<file path="src/rtl/multi_width_crc_engine_assert.svh">
// assertion macros shared by the rtl of the multi-width crc engine
// no dependencies; included by files that carry concurrent assertions
`ifndef MULTI_WIDTH_CRC_ENGINE_ASSERT_SVH
`define MULTI_WIDTH_CRC_ENGINE_ASSERT_SVH

// same-cycle implication, checked out of reset
`define MWCE_ASSERT_SAME(label, clk, rst_n, ante, cons) \
	label: assert property (@(posedge clk) disable iff (!rst_n) (ante) |-> (cons)) \
		else $error("mwce assertion failed: same-cycle check");

// next-cycle implication, checked out of reset
`define MWCE_ASSERT_NEXT(label, clk, rst_n, ante, cons) \
	label: assert property (@(posedge clk) disable iff (!rst_n) (ante) |=> (cons)) \
		else $error("mwce assertion failed: next-cycle check");

`endif

</file>
<file path="src/rtl/mwce_pkg.sv">
// types, codes and the byte-wide crc step for the multi-width crc engine
// no dependencies; imported by multi_width_crc_engine
package mwce_pkg;

	localparam int unsigned CfgIdxW = 3;
	localparam int unsigned CrcW    = 32;

	// width select codes
	localparam logic [1:0] CMD_CRC8  = 2'd0;
	localparam logic [1:0] CMD_CRC16 = 2'd1;
	localparam logic [1:0] CMD_CRC32 = 2'd2;
	localparam logic [1:0] CMD_NONE  = 2'd3;

	// configuration register indexes
	localparam logic [CfgIdxW-1:0] REG_MODULE_READY = 3'd0;
	localparam logic [CfgIdxW-1:0] REG_POLY_8       = 3'd1;
	localparam logic [CfgIdxW-1:0] REG_POLY_16      = 3'd2;
	localparam logic [CfgIdxW-1:0] REG_POLY_32      = 3'd3;
	localparam logic [CfgIdxW-1:0] REG_SEED_8       = 3'd4;
	localparam logic [CfgIdxW-1:0] REG_SEED_16      = 3'd5;
	localparam logic [CfgIdxW-1:0] REG_SEED_32      = 3'd6;

	// reset values
	localparam logic [7:0]  POLY_8_RST  = 8'h1D;
	localparam logic [15:0] POLY_16_RST = 16'h1021;
	localparam logic [31:0] POLY_32_RST = 32'h04C11DB7;
	localparam logic [7:0]  SEED_8_RST  = 8'hFF;
	localparam logic [15:0] SEED_16_RST = 16'hFFFF;
	localparam logic [31:0] SEED_32_RST = 32'hFFFFFFFF;

	// final xor per width
	localparam logic [7:0]  XOROUT_8  = 8'hFF;
	localparam logic [15:0] XOROUT_16 = 16'h0000;
	localparam logic [31:0] XOROUT_32 = 32'hFFFFFFFF;

	localparam logic       STATUS_OK        = 1'b0;
	localparam logic       STATUS_NOT_READY = 1'b1;

	typedef struct packed {
		logic [1:0]  cmd;
		logic [7:0]  data_byte;
		logic        first_byte;
		logic        last_byte;
		logic        use_initial;
		logic [31:0] start_value;
	} byte_item_t;

	typedef struct packed {
		logic [31:0] crc_value;
		logic        status;
	} res_item_t;

	// one byte, msb first, on a register left-aligned to bit 31
	function automatic logic [CrcW-1:0] crc_byte_step(
		input logic [CrcW-1:0] crc_in,
		input logic [7:0]      data,
		input logic [CrcW-1:0] poly
	);
		logic [CrcW-1:0] crc;
		crc = crc_in ^ {data, {(CrcW-8){1'b0}}};
		for (int b = 0; b < 8; b++) begin
			if (crc[CrcW-1]) begin
				crc = {crc[CrcW-2:0], 1'b0} ^ poly;
			end else begin
				crc = {crc[CrcW-2:0], 1'b0};
			end
		end
		return crc;
	endfunction

endpackage

</file>
<file path="src/rtl/multi_width_crc_engine.sv">
// multi-width crc engine top level: input stage, crc update and result register
// depends on mwce_pkg and multi_width_crc_engine_assert.svh
//
// usage:
//   byte channel (byte_valid / byte_stall / byte_item) carries one message byte per
//   item with its width select (crc-8, crc-16 or crc-32) and first/last marks.
//   result channel (res_valid / res_stall / res_item) carries one crc result for
//   each item marked last whose width select is valid.
//   configuration is written through cfg_we / cfg_index / cfg_wdata while idle.
// path: an accepted item is registered into the input stage and updated there;
//   its result is then registered onto res_valid when that stage can advance.
// throughput: one item per cycle while byte_stall stays low, set by the eight-bit
//   xor network that closes the loop through the running crc register.
// reset: all configuration registers take their standard values, module_ready
//   clears (every result then reports not initialised), running crc clears and
//   both stages empty.
// stall: a held result keeps its register; the input stage keeps accepting until
//   an item that would emit a result finds the result register full and stalled,
//   then byte_stall rises until the receiver takes the waiting result.
`include "multi_width_crc_engine_assert.svh"

module multi_width_crc_engine (
	input  logic                             clk,
	input  logic                             arst_n,
	input  logic                             cfg_we,
	input  logic [2:0]                       cfg_index,
	input  logic [31:0]                      cfg_wdata,
	input  logic                             byte_valid,
	output logic                             byte_stall,
	input  mwce_pkg::byte_item_t             byte_item,
	output logic                             res_valid,
	input  logic                             res_stall,
	output mwce_pkg::res_item_t              res_item
);
	import mwce_pkg::*;

	logic        module_ready_q;
	logic [7:0]  poly_8_q;
	logic [15:0] poly_16_q;
	logic [31:0] poly_32_q;
	logic [7:0]  seed_8_q;
	logic [15:0] seed_16_q;
	logic [31:0] seed_32_q;
	logic [31:0] crc_q;

	byte_item_t  item_s1;
	logic        valid_s1;
	res_item_t   res_item_q;
	logic        res_valid_q;

	logic        emits_s1;
	logic        adv_s1;
	logic        upd_s1;
	logic [31:0] start_s1;
	logic [31:0] aligned_s1;
	logic [31:0] poly_al_s1;
	logic [31:0] stepped_s1;
	logic [31:0] crc_new_s1;
	logic [31:0] crc_out_s1;
	res_item_t   res_next;

	// configuration registers
	always_ff @(posedge clk or negedge arst_n) begin
		if (!arst_n) begin
			module_ready_q <= 1'b0;
			poly_8_q       <= POLY_8_RST;
			poly_16_q      <= POLY_16_RST;
			poly_32_q      <= POLY_32_RST;
			seed_8_q       <= SEED_8_RST;
			seed_16_q      <= SEED_16_RST;
			seed_32_q      <= SEED_32_RST;
		end else if (cfg_we) begin
			case (cfg_index)
				REG_MODULE_READY: module_ready_q <= cfg_wdata[0];
				REG_POLY_8:       poly_8_q       <= cfg_wdata[7:0];
				REG_POLY_16:      poly_16_q      <= cfg_wdata[15:0];
				REG_POLY_32:      poly_32_q      <= cfg_wdata;
				REG_SEED_8:       seed_8_q       <= cfg_wdata[7:0];
				REG_SEED_16:      seed_16_q      <= cfg_wdata[15:0];
				REG_SEED_32:      seed_32_q      <= cfg_wdata;
				default: ;
			endcase
		end
	end

	// handshake between the input stage and the result register
	assign emits_s1   = valid_s1 && item_s1.last_byte && (item_s1.cmd != CMD_NONE);
	assign adv_s1     = !emits_s1 || !res_valid_q || !res_stall;
	assign byte_stall = valid_s1 && !adv_s1;
	assign upd_s1     = valid_s1 && adv_s1 && module_ready_q && (item_s1.cmd != CMD_NONE);

	assign start_s1 = item_s1.first_byte ? item_s1.start_value : crc_q;

	// left-align register and polynomial so one 32-bit network serves every width
	always_comb begin
		case (item_s1.cmd)
			CMD_CRC8: begin
				aligned_s1 = {(item_s1.first_byte && item_s1.use_initial) ? seed_8_q
					: start_s1[7:0], 24'd0};
				poly_al_s1 = {poly_8_q, 24'd0};
			end
			CMD_CRC16: begin
				aligned_s1 = {(item_s1.first_byte && item_s1.use_initial) ? seed_16_q
					: start_s1[15:0], 16'd0};
				poly_al_s1 = {poly_16_q, 16'd0};
			end
			default: begin
				aligned_s1 = (item_s1.first_byte && item_s1.use_initial) ? seed_32_q
					: start_s1;
				poly_al_s1 = poly_32_q;
			end
		endcase
	end

	assign stepped_s1 = crc_byte_step(aligned_s1, item_s1.data_byte, poly_al_s1);

	always_comb begin
		case (item_s1.cmd)
			CMD_CRC8: begin
				crc_new_s1 = {24'd0, stepped_s1[31:24]};
				crc_out_s1 = {24'd0, stepped_s1[31:24] ^ XOROUT_8};
			end
			CMD_CRC16: begin
				crc_new_s1 = {16'd0, stepped_s1[31:16]};
				crc_out_s1 = {16'd0, stepped_s1[31:16] ^ XOROUT_16};
			end
			default: begin
				crc_new_s1 = stepped_s1;
				crc_out_s1 = stepped_s1 ^ XOROUT_32;
			end
		endcase
	end

	always_comb begin
		if (module_ready_q) begin
			res_next.crc_value = crc_out_s1;
			res_next.status    = STATUS_OK;
		end else begin
			res_next.crc_value = 32'd0;
			res_next.status    = STATUS_NOT_READY;
		end
	end

	// input stage
	always_ff @(posedge clk or negedge arst_n) begin
		if (!arst_n) begin
			valid_s1 <= 1'b0;
		end else if (!byte_stall) begin
			valid_s1 <= byte_valid;
		end
	end

	always_ff @(posedge clk) begin
		if (byte_valid && !byte_stall) begin
			item_s1 <= byte_item;
		end
	end

	// running crc, kept right-aligned at the width of its last update
	always_ff @(posedge clk or negedge arst_n) begin
		if (!arst_n) begin
			crc_q <= 32'd0;
		end else if (upd_s1) begin
			crc_q <= crc_new_s1;
		end
	end

	// result register
	always_ff @(posedge clk or negedge arst_n) begin
		if (!arst_n) begin
			res_valid_q <= 1'b0;
		end else if (emits_s1 && adv_s1) begin
			res_valid_q <= 1'b1;
		end else if (!res_stall) begin
			res_valid_q <= 1'b0;
		end
	end

	always_ff @(posedge clk) begin
		if (emits_s1 && adv_s1) begin
			res_item_q <= res_next;
		end
	end

	assign res_valid = res_valid_q;
	assign res_item  = res_item_q;

	`MWCE_ASSERT_SAME(a_stall_only_on_full_result, clk, arst_n,
		byte_stall, res_valid_q && res_stall)
	`MWCE_ASSERT_SAME(a_not_ready_result_zero, clk, arst_n,
		res_valid_q && res_item_q.status, res_item_q.crc_value == 32'd0)
	`MWCE_ASSERT_NEXT(a_crc_holds_without_update, clk, arst_n,
		!upd_s1, $stable(crc_q))
	`MWCE_ASSERT_NEXT(a_emit_fills_result, clk, arst_n,
		emits_s1 && adv_s1, res_valid_q)

endmodule

</file>
<file path="config.mk">
export PLATFORM = sky130hd
export DESIGN_NAME = multi_width_crc_engine
export DESIGN_NICKNAME = d
export VERILOG_FILES = /design/src/rtl/mwce_pkg.sv /design/src/rtl/multi_width_crc_engine.sv
export VERILOG_INCLUDE_DIRS = /design/src /design/src/rtl
export SDC_FILE = /design/constraint.sdc
export NUM_CORES = 1
export LEC_CHECK = 0
export ABC_CLOCK_PERIOD_IN_PS = 6700
export BUFFER_PORTS_ARGS = -buffer_cell sky130_fd_sc_hd__buf_2
export CAP_MARGIN = 10
export CORE_ASPECT_RATIO = 1.2
export CORE_MARGIN = 5
export CORE_UTILIZATION = 25
export DETAILED_ROUTE_END_ITERATION = 7
export PLACE_DENSITY = 0.49
export RECOVER_POWER = 100
export SYNTH_ARGS = -nofsm -noshare
export SYNTH_HDL_FRONTEND = slang
export SYNTH_SLANG_ARGS = --single-unit
</file>
<file path="constraint.sdc">
create_clock -name clk -period 6.7 [get_ports clk]
set_clock_uncertainty 0.2 [all_clocks]
set_input_delay 0.67 -clock clk [delete_from_list [all_inputs] [get_ports clk]]
set_output_delay 0.67 -clock clk [all_outputs]
set_load 0.01 [all_outputs]
</file>
Word-level counts from Yosys, hierarchy flattened
Index checks and enable logic that the tools add are counted.
Widths: inputs -> output; s select.

storage, ports and cells
  bits in registers = 225
  word-level logic and storage cells = 82
  bits of input ports = 85
  output and inout bits = 35

operators by class
  mux-type cells = 19
  reduce and logical (&&, ||, !) cells = 25
  eq/ne operators = 9
  bitwise logic cells = 11

operators with widths
  kind                number
  $mux 32             10
  $xor 32x32->32      9
  $pmux 32 s2         4
  $not 32->32         1
  $mux 16             1
  $reduce_and 2->1    7
  $eq 3x3->1 const B  3
  $logic_and 1x1->1   9
  $mux 8              1
  $not 8->8           1
  $eq 3x2->1 const B  2
  $logic_not 1->1     5
  $eq 3x1->1 const B  1
  $logic_not 3->1     1
  $mux 1              3
  $eq 2x1->1 const B  1
  $logic_not 2->1     1
  $logic_or 1x1->1    2
  $ne 2x1->1 const B  1
  $ne 2x2->1 const B  1

Longest topological paths before layout
Gate-level depths: netlist of the first run.

  word-level depth = 22
  depth in mapped cells = 24
  depth with buffers taken out = 17

Worst setup path after synthesis of the first run
Ideal clock, no wire load.

  kind = reg2reg
  from = register item_s1[32] (netlist name)
  to = register res_item_q, in the netlist res_item[2] (data pin)
  slack = 1547 ps
  data arrival time = 4697 ps
  period minus slack after synthesis = 5153 ps
  path buffers = 5
  setup time = 256 ps
  data required time = 6244 ps
  cell stages (with the launch flop) = 23
  cells stage by stage = edfxtp_1 > buf_6 > nor2b_4 > a211oi_1 > or4_1 > and2_1 > buf_2 > or4_1 > nand4_1 > buf_2 > nand4_1 > and3b_1 > xor2_2 > buf_6 > a211oi_1 > nor2_2 > buf_2 > nand2_1 > xnor2_1 > xnor2_1 > a21boi_1 > o21ai_0 > and4b_1

on the way
  longest elaborated chain between the ends = 22
  elaborated cells on any way between the ends = 25
  classes of those cells = 13 x mux; 11 x bitwise; 1 x reduce/logical

ends and longest elaborated chain
  element                                    line                                                                                        text
  start: declaration                         multi_width_crc_engine.sv:46                                                                byte_item_t item_s1;
  start signal: assignment                   multi_width_crc_engine.sv:155                                                               item_s1 <= byte_item;
  $logic_and 1x1->1 (*)                      multi_width_crc_engine.sv:98, multi_width_crc_engine.sv:103, multi_width_crc_engine.sv:108
  $mux 32 / $mux 16 (equally long branches)  multi_width_crc_engine.sv:108, multi_width_crc_engine.sv:103
  $pmux 32 s2 (*)                            multi_width_crc_engine.sv:96                                                                case (item_s1.cmd)
  $xor 32x32->32 (*)                         mwce_pkg.sv:60                                                                              crc = crc_in ^ {data, {(CrcW-8){1'b0}}};
  $xor 32x32->32                             mwce_pkg.sv:63                                                                              crc = {crc[CrcW-2:0], 1'b0} ^ poly;
  $mux 32 (*)                                mwce_pkg.sv:62                                                                              if (crc[CrcW-1]) begin
  $xor 32x32->32                             mwce_pkg.sv:63
  $mux 32 (*)                                mwce_pkg.sv:62
  [... 6 more ...]                           --
  $xor 32x32->32                             mwce_pkg.sv:63
  $mux 32 (*)                                mwce_pkg.sv:62
  $xor 32x32->32                             mwce_pkg.sv:63
  $mux 32 (*)                                mwce_pkg.sv:62
  $xor 32x32->32                             mwce_pkg.sv:63
  $mux 32 (*)                                mwce_pkg.sv:62
  $not 8->8 (no line)                        --
  $pmux 32 s2 (*)                            multi_width_crc_engine.sv:118                                                               case (item_s1.cmd)
  end signal: assignment                     multi_width_crc_engine.sv:181                                                               res_item_q <= res_next;
  end: declaration                           multi_width_crc_engine.sv:48                                                                res_item_t res_item_q;

Mark *: on every way between the ends. The rest lies on a longest branch, timed or not.
A chain may end at the register's enable or synchronous reset.

Worst setup path in the final report of the first run
  from = register item_s1[34] (netlist name)
  to = register res_item_q, in the netlist res_item[4] (data pin)

on the way
  longest elaborated chain between the ends = 22
  elaborated cells on any way between the ends = 26
  classes of those cells = 14 x mux; 11 x bitwise; 1 x reduce/logical

ends and longest elaborated chain
  element                                              line
  $mux 32 / $logic_and 1x1->1 (equally long branches)  --
  $mux 32 / $mux 16 (equally long branches)            multi_width_crc_engine.sv:108, multi_width_crc_engine.sv:103
  $pmux 32 s2 (*)                                      multi_width_crc_engine.sv:96
  $xor 32x32->32 (*)                                   mwce_pkg.sv:60
  $xor 32x32->32                                       mwce_pkg.sv:63
  $mux 32 (*)                                          mwce_pkg.sv:62
  $xor 32x32->32                                       mwce_pkg.sv:63
  $mux 32 (*)                                          mwce_pkg.sv:62
  [... 6 more ...]                                     --
  $xor 32x32->32                                       mwce_pkg.sv:63
  $mux 32 (*)                                          mwce_pkg.sv:62
  $xor 32x32->32                                       mwce_pkg.sv:63
  $mux 32 (*)                                          mwce_pkg.sv:62
  $xor 32x32->32                                       mwce_pkg.sv:63
  $mux 32 (*)                                          mwce_pkg.sv:62
  $not 8->8 (no line)                                  --
  $pmux 32 s2 (*)                                      multi_width_crc_engine.sv:118

Marks and branches as above.

==> results of run 1 <==
[cell usage in the layout, fill, tap and decap left out, types with 11 or more instances in the layout]
cell       Yosys  routed
a31oi_1       12      12
and3_1        13      13
o22ai_1       25      25
a22o_1        13      13
dfstp_2       77      77
o21ai_1       16      14
nand2_1      262     262
nor3_1        32      32
or3_1         11      11
o21ai_0       66      68
nand3_1       19      19
xor2_1        22      22
xnor2_1      180     180
a21oi_1       94      94
buf_4          3      59
dfrtp_1       70      70
mux2_2       115     115
nor2_1        72      72
clkbuf_16      0      27
edfxtp_1      78      78
a211oi_1      22      22
buf_2         18      79
mux2i_1       28      28
clkbuf_1      72      55
[kinds of logic after synthesis]
kind of cell              Yosys count  synth area share [%]
and+or+nand+nor                   486                 15.15
AOI/OAI and AO/OA                 362                 16.26
DFF                               225                 41.50
xor gates and xnor gates          208                 12.71
muxes                             145                 10.84
buffers and inverters             124                 3.540
[power groups by stage]
stage | combinational [mW] | clock [mW] | sequential [mW]
global placement | 6.40 | 0 | 2.19
global route | 6.99 | 1.56 | 2.20
detailed placement | 6.44 | 0 | 2.18
CTS | 6.46 | 1.51 | 2.16
finish | 6.46 | 1.47 | 2.18
floorplan | 4.69 | 0 | 1.99
[critical path: cells and delay by family, from the launching register on]
kind	cells	cell delay, ns
simple gates	9	2.52
flops	1	0.56
compound gates	6	1.68
buf+inv	1	0.28
xor+xnor	2	0.71
[path summary, 6_finish.rpt]
kind | from | endpoint | slack [ns] | cells past startpoint
max | item_s1[34] | res_item[4] | 0.53 | 18
min in group asynchronous | arst_n | crc_q[20] | 1.45 | 2
max in group asynchronous | arst_n | poly_8_q[5] | 1.35 | 3
min reg2reg | crc_q[16] | crc_q[16] | 0.30 | 2
min | byte_item[38] | item_s1[38] | 0.08 | 1
max reg2reg | item_s1[34] | res_item[4] | 0.53 | 18
[through the flow]
step	instances	util (%)	total power [mW]	hold WS (ns)
3_5_place_dp	2422	28.18	8.622	0.2767
5_1_grt	2471	29.50	10.75	0.06186
3_3_place_gp	2422	28.18	8.590	0.2755
6_report	2471	29.50	10.11	0.08257
2_1_floorplan	1550	-	6.684	0.1744
4_1_cts	2471	29.69	10.14	0.05428
[cell type report]
class,count,area (um^2),share of cell area [%]
clock buffer,34,721.9,4.192
clock inverter,14,151.4,0.8792
inverter,12,45.04,0.2616
multi-input combinational,1201,8105,47.07
sequential,225,6117,35.52
tap,792,991.0,5.755
timing repair buffer,193,1089,6.321
[flip-flops by register name, summed over array words and instances (netlist names)]
signal / cells
item_s1: 45
res_item: 33
crc_q: 32
poly_32_q: 32
seed_32_q: 32
poly_16_q: 16
seed_16_q: 16
poly_8_q: 8
seed_8_q: 8
module_ready_q: 1
res_valid: 1
valid_s1: 1
[layer usage]
layer	wire length, um	track usage, %	share of wire [%]	up-vias
met3	2766	1.918	5.1	79
met5	0	0	0	-
met4	2074	5.832	3.8	0
met1	24070	22.13	44	6001
met2	25580	27.43	47	417
li1	-	-	-	5755
==> results by group, run 1 <==
Critical path
  – Critical Path Start Type: flip-flop
  – Crit path cell chain: buf_4 -> nor2b_4 -> a211oi_1 -> or4_4 -> nand2_2 -> nor4_1 -> or4_1 -> a221oi_1 -> and3b_1 -> xor2_2 -> nand3_1 -> o32ai_2 -> o21a_2 -> nor2_4 -> xnor2_2 -> a21boi_1 -> or2_0 -> a2111oi_2
  – Worst Path Max Fanout: 14
  – CP Capture Type: flip-flop
  – WP data required: 6.85 ns
  – Setup CP Type: reg -> reg
  – CP peak stage delay: 0.63 ns
  – Slowest-stage cell, CP: or4_1
  – Critical Path AT: 6.33 ns

Place
  – RePlAce Congestion: 0.8952
  – Dpl ws: 0.5950 ns
  – PortBufs: 119
  – Dpl hpwl: 41840 um
  – Placed Instance Area: 16450 um^2

Timing
  – RSZ-0062 raised after global routing: no
  – Slew @ Worst Pin: 3.046 ns
  – Final Max Tran Viols: 209
  – Final worst-path cycle share: 92.15%
  – Setup_tns: 0 ns
  – F_max: 162.0 MHz
  – Post-route setup slack: 0.5259 ns
  – Final hold vios: 0
  – Count of final setup violators: 0
  – Fin crit period: 6.174 ns
  – Slew headroom: -103.1%

Logic synthesis
  – Commonest cells in the netlist: 262 x nand2_1, 180 x xnor2_1, 115 x mux2_2, 94 x a21oi_1, 78 x edfxtp_1
  – Top cells by area, synth: edfxtp_1 16%, dfstp_2 14%, dfrtp_1 12%
  – Post-synth top flop: edfxtp_1
  – Synth Register Bits: 225
  – Post-Syn Nets: 1635
  – Async SR Flop Fraction: 65.33%
  – Sequential element share of the synthesized area: 41.50%
  – Synth top area share: 15.89%
  – Number of synthesized flops with an enable pin: 78
  – Yosys warns: 0
  – Syn Inst Count: 1550
  – Mapped Area: 14740 um^2
  – Top-count cell post-synth: nand2_1
  – Cell taking the most area after synthesis: edfxtp_1
  – Syn Area/Cell: 9.510 um^2
  – Synth cell types: 90

Global route
  – Initial antenna violation count: 2
  – Largest net degree at the start of global routing: 56
  – GR Overflow Total: 0
  – Vias in the first global route: 11990
  – First-pass GRT wire length: 80230 um
  – GRT Total Usage: 16.43%

Floorplanning
  – Die Width: 231.7 um
  – Initial Util: 25.25%
  – Die Span Y: 276.0 um
  – I/O pin total: 120
  – Total Die Area: 63940 um^2
  – Row Count: 97
  – Core area: 58380 um^2

Clock network
  – Num CTS Buffers: 26
  – Clk slew on worst S/H paths: 0.06 ns
  – Setup Buffers After CTS: 0
  – Clock latency at the later pin of the worst-skew pair: 0.56 ns
  – CTS root buffer: clkbuf_16
  – Clock tree buffer depth: 3
  – Post-CTS sizing: 0
  – CTS tree: built
  – CTS H-Tree Depth: 1
  – Cts hold-fix bufs: 1
  – Clk sinks: 225

Power and ir drop
  – PD cells: 586.9 nW/um^2
  – NetSw: 4.793 mW
  – Clock power frac: 14.5%
  – Leak Pwr: 6.357 nW
  – Internal Pwr Total: 5.314 mW
  – Peak supply drop: 0.3124 mV
  – Seq pwr share: 21.6%
  – Switching portion of total power: 47.42%
  – Logic pwr share: 63.9%

Route
  – Remaining DRCs: 0
  – Drt via density: 4.958
  – DR pass1 iterations: 6
  – Initial DRC count: 979
  – Antenna Violating Nets Remaining: 0
  – WL/cell: 22.05 um
  – Total number of vias: 12250
  – Total wire length: 54490 um

Status
  – Failing checks: capacitance limit, slew limit
  – Status: complete, but fails checks

Final layout
  – Final instance area: 17220 um^2
  – Fill count: 6195
  – Area delta synth->final: 16.82%
  – Nets: 1744
  – Layout cell share with drive strength beyond 1: 24.84%
  – Ant. Diodes: 0

Job
  – Max Cap Viol: 6

Hold path
  – Worst hold path class: in -> reg
Power figures use the tool's default switching activity.
==> run 2: changes to the inputs <==
--- a/config.mk
+++ b/config.mk
@@ -13,6 +13,8 @@
 export CORE_MARGIN = 5
 export CORE_UTILIZATION = 25
 export DETAILED_ROUTE_END_ITERATION = 7
+export GPL_ROUTABILITY_DRIVEN = 0
+export GPL_TIMING_DRIVEN = 0
 export PLACE_DENSITY = 0.49
 export RECOVER_POWER = 100
 export SYNTH_ARGS = -nofsm -noshare
==> run 2 against run 1 <==
  * Flip-flop and latch count stayed put
  * Non-clock buffer count is 42 higher
  * Largest cell class unchanged
  * Maximum frequency is 4.4% lower
  * Combinational power is 0.9% higher
  * Total power is 0.27% lower
  * Highest routed layer unchanged
  * Final cell count is 1.6% higher
  * Hold slack worse by 0.011 ns
  * Critical endpoint is now res_item[5]
  * The run still ends with capacitance limit, slew limit left
==> results by group, run 2 (synthesis results as in run 1) <==
Floorplanning
  – Die Width: 231.7 um
  – Row Count: 97
  – Total Die Area: 63940 um^2
  – Die Span Y: 276.0 um
  – I/O pin total: 120
  – Core area: 58380 um^2
  – Initial Util: 25.25%

Global route
  – Largest net degree at the start of global routing: 96
  – Vias in the first global route: 12390
  – GR Overflow Total: 0
  – GRT Total Usage: 17.19%
  – First-pass GRT wire length: 83540 um
  – Initial antenna violation count: 2

Critical path
  – CP peak stage delay: 0.57 ns
  – Cell mode on critical path: buf_2
  – Critical Path AT: 6.54 ns
  – WP data required: 6.78 ns
  – FF-to-FF Start: item_s1[43]
  – Crit path cell chain: buf_2 -> clkbuf_4 -> inv_1 -> clkbuf_4 -> a311oi_1 -> o31ai_2 -> xor2_1 -> or4_1 -> nand4_1 -> buf_2 -> nand4_1 -> and3b_1 -> xnor2_2 -> o32ai_4 -> nor3_2 -> nor2_4 -> xnor2_2 -> buf_2 -> buf_4 -> a21boi_0 -> nor2_2 -> o221ai_1
  – Crit path from: item_s1[43]
  – CP Capture Type: flip-flop
  – Setup CP Type: reg -> reg
  – Slowest-stage cell, CP: or4_1
  – Worst Path Max Fanout: 10
  – Critical Path Start Type: flip-flop

Clock network
  – Clk slew on worst S/H paths: 0.07 ns
  – CTS tree: built
  – CTS root buffer: clkbuf_16
  – Clock latency at the later pin of the worst-skew pair: 0.57 ns
  – CTS H-Tree Depth: 1
  – Num CTS Buffers: 25
  – Clock tree buffer depth: 3
  – Clk sinks: 225

Timing
  – Setup_tns: 0 ns
  – Final hold vios: 0
  – Fin crit period: 6.459 ns
  – Count of final setup violators: 0
  – Slew @ Worst Pin: 3.150 ns
  – Slew headroom: -110.0%
  – Min Hold Slack: 0.07159 ns
  – F_max: 154.8 MHz
  – Final Max Tran Viols: 198
  – Final worst-path cycle share: 96.40%

Power and ir drop
  – Peak supply drop: 0.2932 mV
  – Leak Pwr: 6.316 nW
  – PD cells: 583.8 nW/um^2

Final layout
  – Ant. Diodes: 0
  – Nets: 1785
  – Commonest non-fill, non-tap cell in the layout: nand2_1
  – Commonest cells after routing, fill and taps aside: 262 x nand2_1, 177 x xnor2_1, 113 x mux2_2
  – Max FFs per register: 45
  – Area delta synth->final: 17.12%
  – Layout cell share with drive strength beyond 1: 23.27%
  – Register name with the most flops: item_s1

Place
  – Dpl hpwl: 45360 um
  – PortBufs: 117

Route
  – DR pass1 iterations: 5
  – Total wire length: 57400 um
  – Total number of vias: 12720
  – Initial DRC count: 1059
  – Drt via density: 5.065
  – WL/cell: 22.86 um
  – Remaining DRCs: 0
  – Antenna Violating Nets Remaining: 0

Hold path
  – Hold_sp: byte_item[20]
  – Worst hold path class: in -> reg

Status
  – Status: complete, but fails checks
  – Failing checks: capacitance limit, slew limit

Job
  – Max Cap Viol: 5
run 2: stage by stage:
| step | std cells | power, mW | utilization [%] | instance area (um^2) | setup slack, ns |
|---|---|---|---|---|---|
| floorplan | 1550 | 6.684 | - | 14740 | 1.547 |
| global placement | 2459 | 8.390 | 27.95 | 16320 | -0.5230 |
| detailed placement | 2463 | 8.447 | 28.14 | 16430 | -0.5333 |
| CTS | 2510 | 9.947 | 29.66 | 17310 | 0.07824 |
| global route | 2511 | 10.67 | 29.57 | 17260 | -0.02016 |
| finish | 2511 | 10.08 | 29.57 | 17260 | 0.2413 |
run 2: worst paths after layout:
| path | end | slack (ns) | depth (start not counted) |
|---|---|---|---|
| worst max-delay path | res_item[5] | 0.24 | 22 |
| max in group asynchronous | poly_32_q[6] | 1.15 | 3 |
| worst max register to register | res_item[5] | 0.24 | 22 |
| worst min-delay path | item_s1[20] | 0.07 | 1 |
| worst min register to register | poly_16_q[10] | 0.31 | 1 |
| min in group asynchronous | res_valid | 1.49 | 2 |
run 2: worst max-delay path: cells and delay by family (launching register included):
| family | cells | cell delay, ns |
|---|---|---|
| and+or+nand+nor | 7 | 1.96 |
| buffers and inverters | 7 | 1.62 |
| AOI/OAI and AO/OA | 5 | 1.10 |
| xor gates and xnor gates | 3 | 0.95 |
| DFF | 1 | 0.35 |
run 2: per-layer routing:
metal | track usage (%) | routed length (um)
met1 | 22.22 | 23520
met2 | 29.35 | 27490
met3 | 1.938 | 3681
met4 | 7.185 | 2707
met5 | 0 | 0
run 2: where the power goes:
part	total, mW	internal (mW)	switching (mW)
clock network	1.44	0.821	0.623
registers	2.12	1.85	0.265
logic	6.52	2.53	3.99
run 2: cell type report:
| class | instances | area, um^2 |
|---|---|---|
| fill | 6165 | 41110 |
| multi-input combinational | 1201 | 8190 |
| sequential | 225 | 6117 |
| tap | 792 | 991.0 |
| clock buffer | 27 | 643.1 |
| timing repair buffer | 124 | 581.8 |
| buffer | 111 | 486.7 |
| clock inverter | 19 | 205.2 |
| inverter | 12 | 48.80 |
run 2: what timing repair did:
item	CTS	global route
pin swaps	0	1
hold buffers	1	0
setup buffers	0	2
endpoints found under the hold margin	36	0
setup endpoints to repair	57	37
resized for setup	5	25
==> run 3: changes to the inputs <==
--- a/config.mk
+++ b/config.mk
@@ -9,13 +9,14 @@
 export ABC_CLOCK_PERIOD_IN_PS = 6700
 export BUFFER_PORTS_ARGS = -buffer_cell sky130_fd_sc_hd__buf_2
 export CAP_MARGIN = 10
-export CORE_ASPECT_RATIO = 1.2
+export CELL_PAD_IN_SITES_DETAIL_PLACEMENT = 0
+export CELL_PAD_IN_SITES_GLOBAL_PLACEMENT = 1
 export CORE_MARGIN = 5
 export CORE_UTILIZATION = 25
 export DETAILED_ROUTE_END_ITERATION = 7
 export GPL_ROUTABILITY_DRIVEN = 0
 export GPL_TIMING_DRIVEN = 0
-export PLACE_DENSITY = 0.49
+export PLACE_DENSITY = 0.57
 export RECOVER_POWER = 100
 export SYNTH_ARGS = -nofsm -noshare
 export SYNTH_HDL_FRONTEND = slang
==> run 3 against run 2 <==
  * The run still ends with capacitance limit, slew limit left
  * Sequential share of layout area shrank 0.20 points
  * Non-clock buffer count shrank 1
  * Sequential power is essentially flat
  * Register-to-register slack lost 0.09 ns
  * Via count shrank 0.27%
  * Final cell count shrank 0.60%
  * Largest power group unchanged
==> results by group, run 3 (synthesis results as in run 1) <==
Status
  – Status: complete, but fails checks
  – Failing checks: capacitance limit, slew limit

Final layout
  – Ant. Diodes: 0
  – Post-layout util: 29.59%
  – Register name with the most flops: item_s1
  – Max FFs per register: 45
  – Area delta synth->final: 17.79%
  – Commonest cells after routing, fill and taps aside: 262 x nand2_1, 179 x xnor2_1, 115 x mux2_2
  – Nets: 1787
  – Commonest non-fill, non-tap cell in the layout: nand2_1
  – Layout cell share with drive strength beyond 1: 23.45%

Hold path
  – Hold_sp: byte_item[34]
  – Worst hold path class: in -> reg

Route
  – Total wire length: 60370 um
  – Initial DRC count: 998
  – Total number of vias: 12680
  – WL/cell: 24.19 um
  – Drt via density: 5.082
  – Antenna Violating Nets Remaining: 0
  – Remaining DRCs: 0
  – DR pass1 iterations: 8

Power and ir drop
  – PD cells: 595.5 nW/um^2
  – Leak Pwr: 6.342 nW
  – Overall Power: 10.34 mW
  – Peak supply drop: 0.2643 mV

Timing
  – Slew @ Worst Pin: 4.136 ns
  – F_max: 152.7 MHz
  – Final worst-path cycle share: 97.71%
  – RSZ-0062 raised after global routing: yes
  – Final hold vios: 0
  – Count of final setup violators: 0
  – Final Max Tran Viols: 77
  – Slew headroom: -175.8%
  – Fin crit period: 6.547 ns

Clock network
  – CTS root buffer: clkbuf_16
  – Clock tree buffer depth: 3
  – Clk sinks: 225
  – Clk slew on worst S/H paths: 0.06 ns
  – Clock latency at the later pin of the worst-skew pair: 0.58 ns
  – CTS H-Tree Depth: 1
  – CTS tree: built
  – Num CTS Buffers: 27

Critical path
  – WP data required: 6.78 ns
  – Critical Path AT: 6.62 ns
  – Setup CP Type: reg -> reg
  – FF-to-FF Start: item_s1[43]
  – CP Capture Type: flip-flop
  – Reg-to-reg slack, setup: 0.15 ns
  – Critical Path Start Type: flip-flop
  – Crit path from: item_s1[43]
  – Worst Path Max Fanout: 10

Global route
  – Largest net degree at the start of global routing: 81
  – GRT Total Usage: 17.99%
  – Vias in the first global route: 12100
  – GR Overflow Total: 0
  – Initial antenna violation count: 2
  – First-pass GRT wire length: 86120 um

Place
  – PortBufs: 117
  – Dpl hpwl: 47290 um

Floorplanning
  – Initial Util: 25.12%
  – Die Span Y: 252.8 um
  – Total Die Area: 63920 um^2
  – I/O pin total: 120
  – Core area: 58690 um^2
  – Row Count: 89
  – Die Width: 252.8 um

Job
  – Max Cap Viol: 2
==> run 3: worst paths after layout <==
| kind | cells past startpoint | endpoint |
|---|---|---|
| max | 21 | res_item[6] |
| min | 1 | item_s1[34] |
| max reg2reg | 21 | res_item[6] |
| min reg2reg | 1 | poly_8_q[6] |
| max in group asynchronous | 2 | poly_8_q[1] |
| min in group asynchronous | 2 | crc_q[7] |
==> run 3: power by group <==
| group | switching [mW] | internal (mW) | leakage, nW | total, mW |
|---|---|---|---|---|
| sequential | 0.299 | 1.85 | 2.42 | 2.15 |
| clock | 0.643 | 0.820 | 0.434 | 1.46 |
| combinational | 4.20 | 2.53 | 3.49 | 6.73 |
| total | 5.14 | 5.20 | 6.34 | 10.3 |
==> run 3: through the flow <==
stage / instance area, um^2 / TNS (ns) / std cells / setup slack, ns / hold slack, ns
6_report: 17360 / 0 / 2496 / 0.1531 / 0.07659
5_1_grt: 17360 / -0.002113 / 2496 / -0.002113 / 0.05108
4_1_cts: 17340 / 0 / 2496 / 0.05067 / 0.04151
3_5_place_dp: 16420 / -8.189 / 2445 / -0.4956 / 0.2946
3_3_place_gp: 16290 / -5.732 / 2440 / -0.4880 / 0.2877
2_1_floorplan: 14740 / 0 / 1550 / 1.547 / 0.1744
==> run 3: layer usage <==
metal | part of all wire [%] | vias to the layer above | GRT usage (%)
li1 | - | 5862 | -
met1 | 46 | 6261 | 26.26
met2 | 45 | 482 | 28.57
met3 | 6.4 | 79 | 2.342
met4 | 2.6 | 0 | 4.041
met5 | 0 | - | 0
==> run 3: timing repair <==
action                                  CTS  global route
hold buffers                              1             0
buffers inserted                          0             0
cloned                                    0             1
resized for setup                         6            20
pin swaps                                 0             2
endpoints found under the hold margin    45             0
endpoints found under the setup margin   49            40
==> run 3: cell type report <==
type	count	area, um^2
Timing Repair Buffer	123	631.9
Fill cell	6136	41320
Sequential cell	225	6117
Clock buffer	35	767.0
Multi-Input combinational cell	1202	8233
Tap cell	773	967.2
Buffer	111	480.5
Inverter	12	48.80
Clock inverter	15	117.6
==> run 3: worst max-delay path, cell delays in order, from the launching register on <==
cell,delay (ns)
edfxtp_1,0.34
buf_2,0.20
clkbuf_4,0.25
inv_1,0.11
clkbuf_2,0.38
a311oi_1,0.10
o31ai_2,0.40
xor2_1,0.21
or4_1,0.56
nand4_1,0.19
buf_2,0.28
nand4_1,0.12
and3b_1,0.29
xnor2_2,0.50
o32ai_4,0.22
or3_4,0.43
nand2_2,0.11
xnor2_1,0.11
buf_4,0.19
nor3_1,0.72
or2_1,0.23
a2111oi_2,0.08
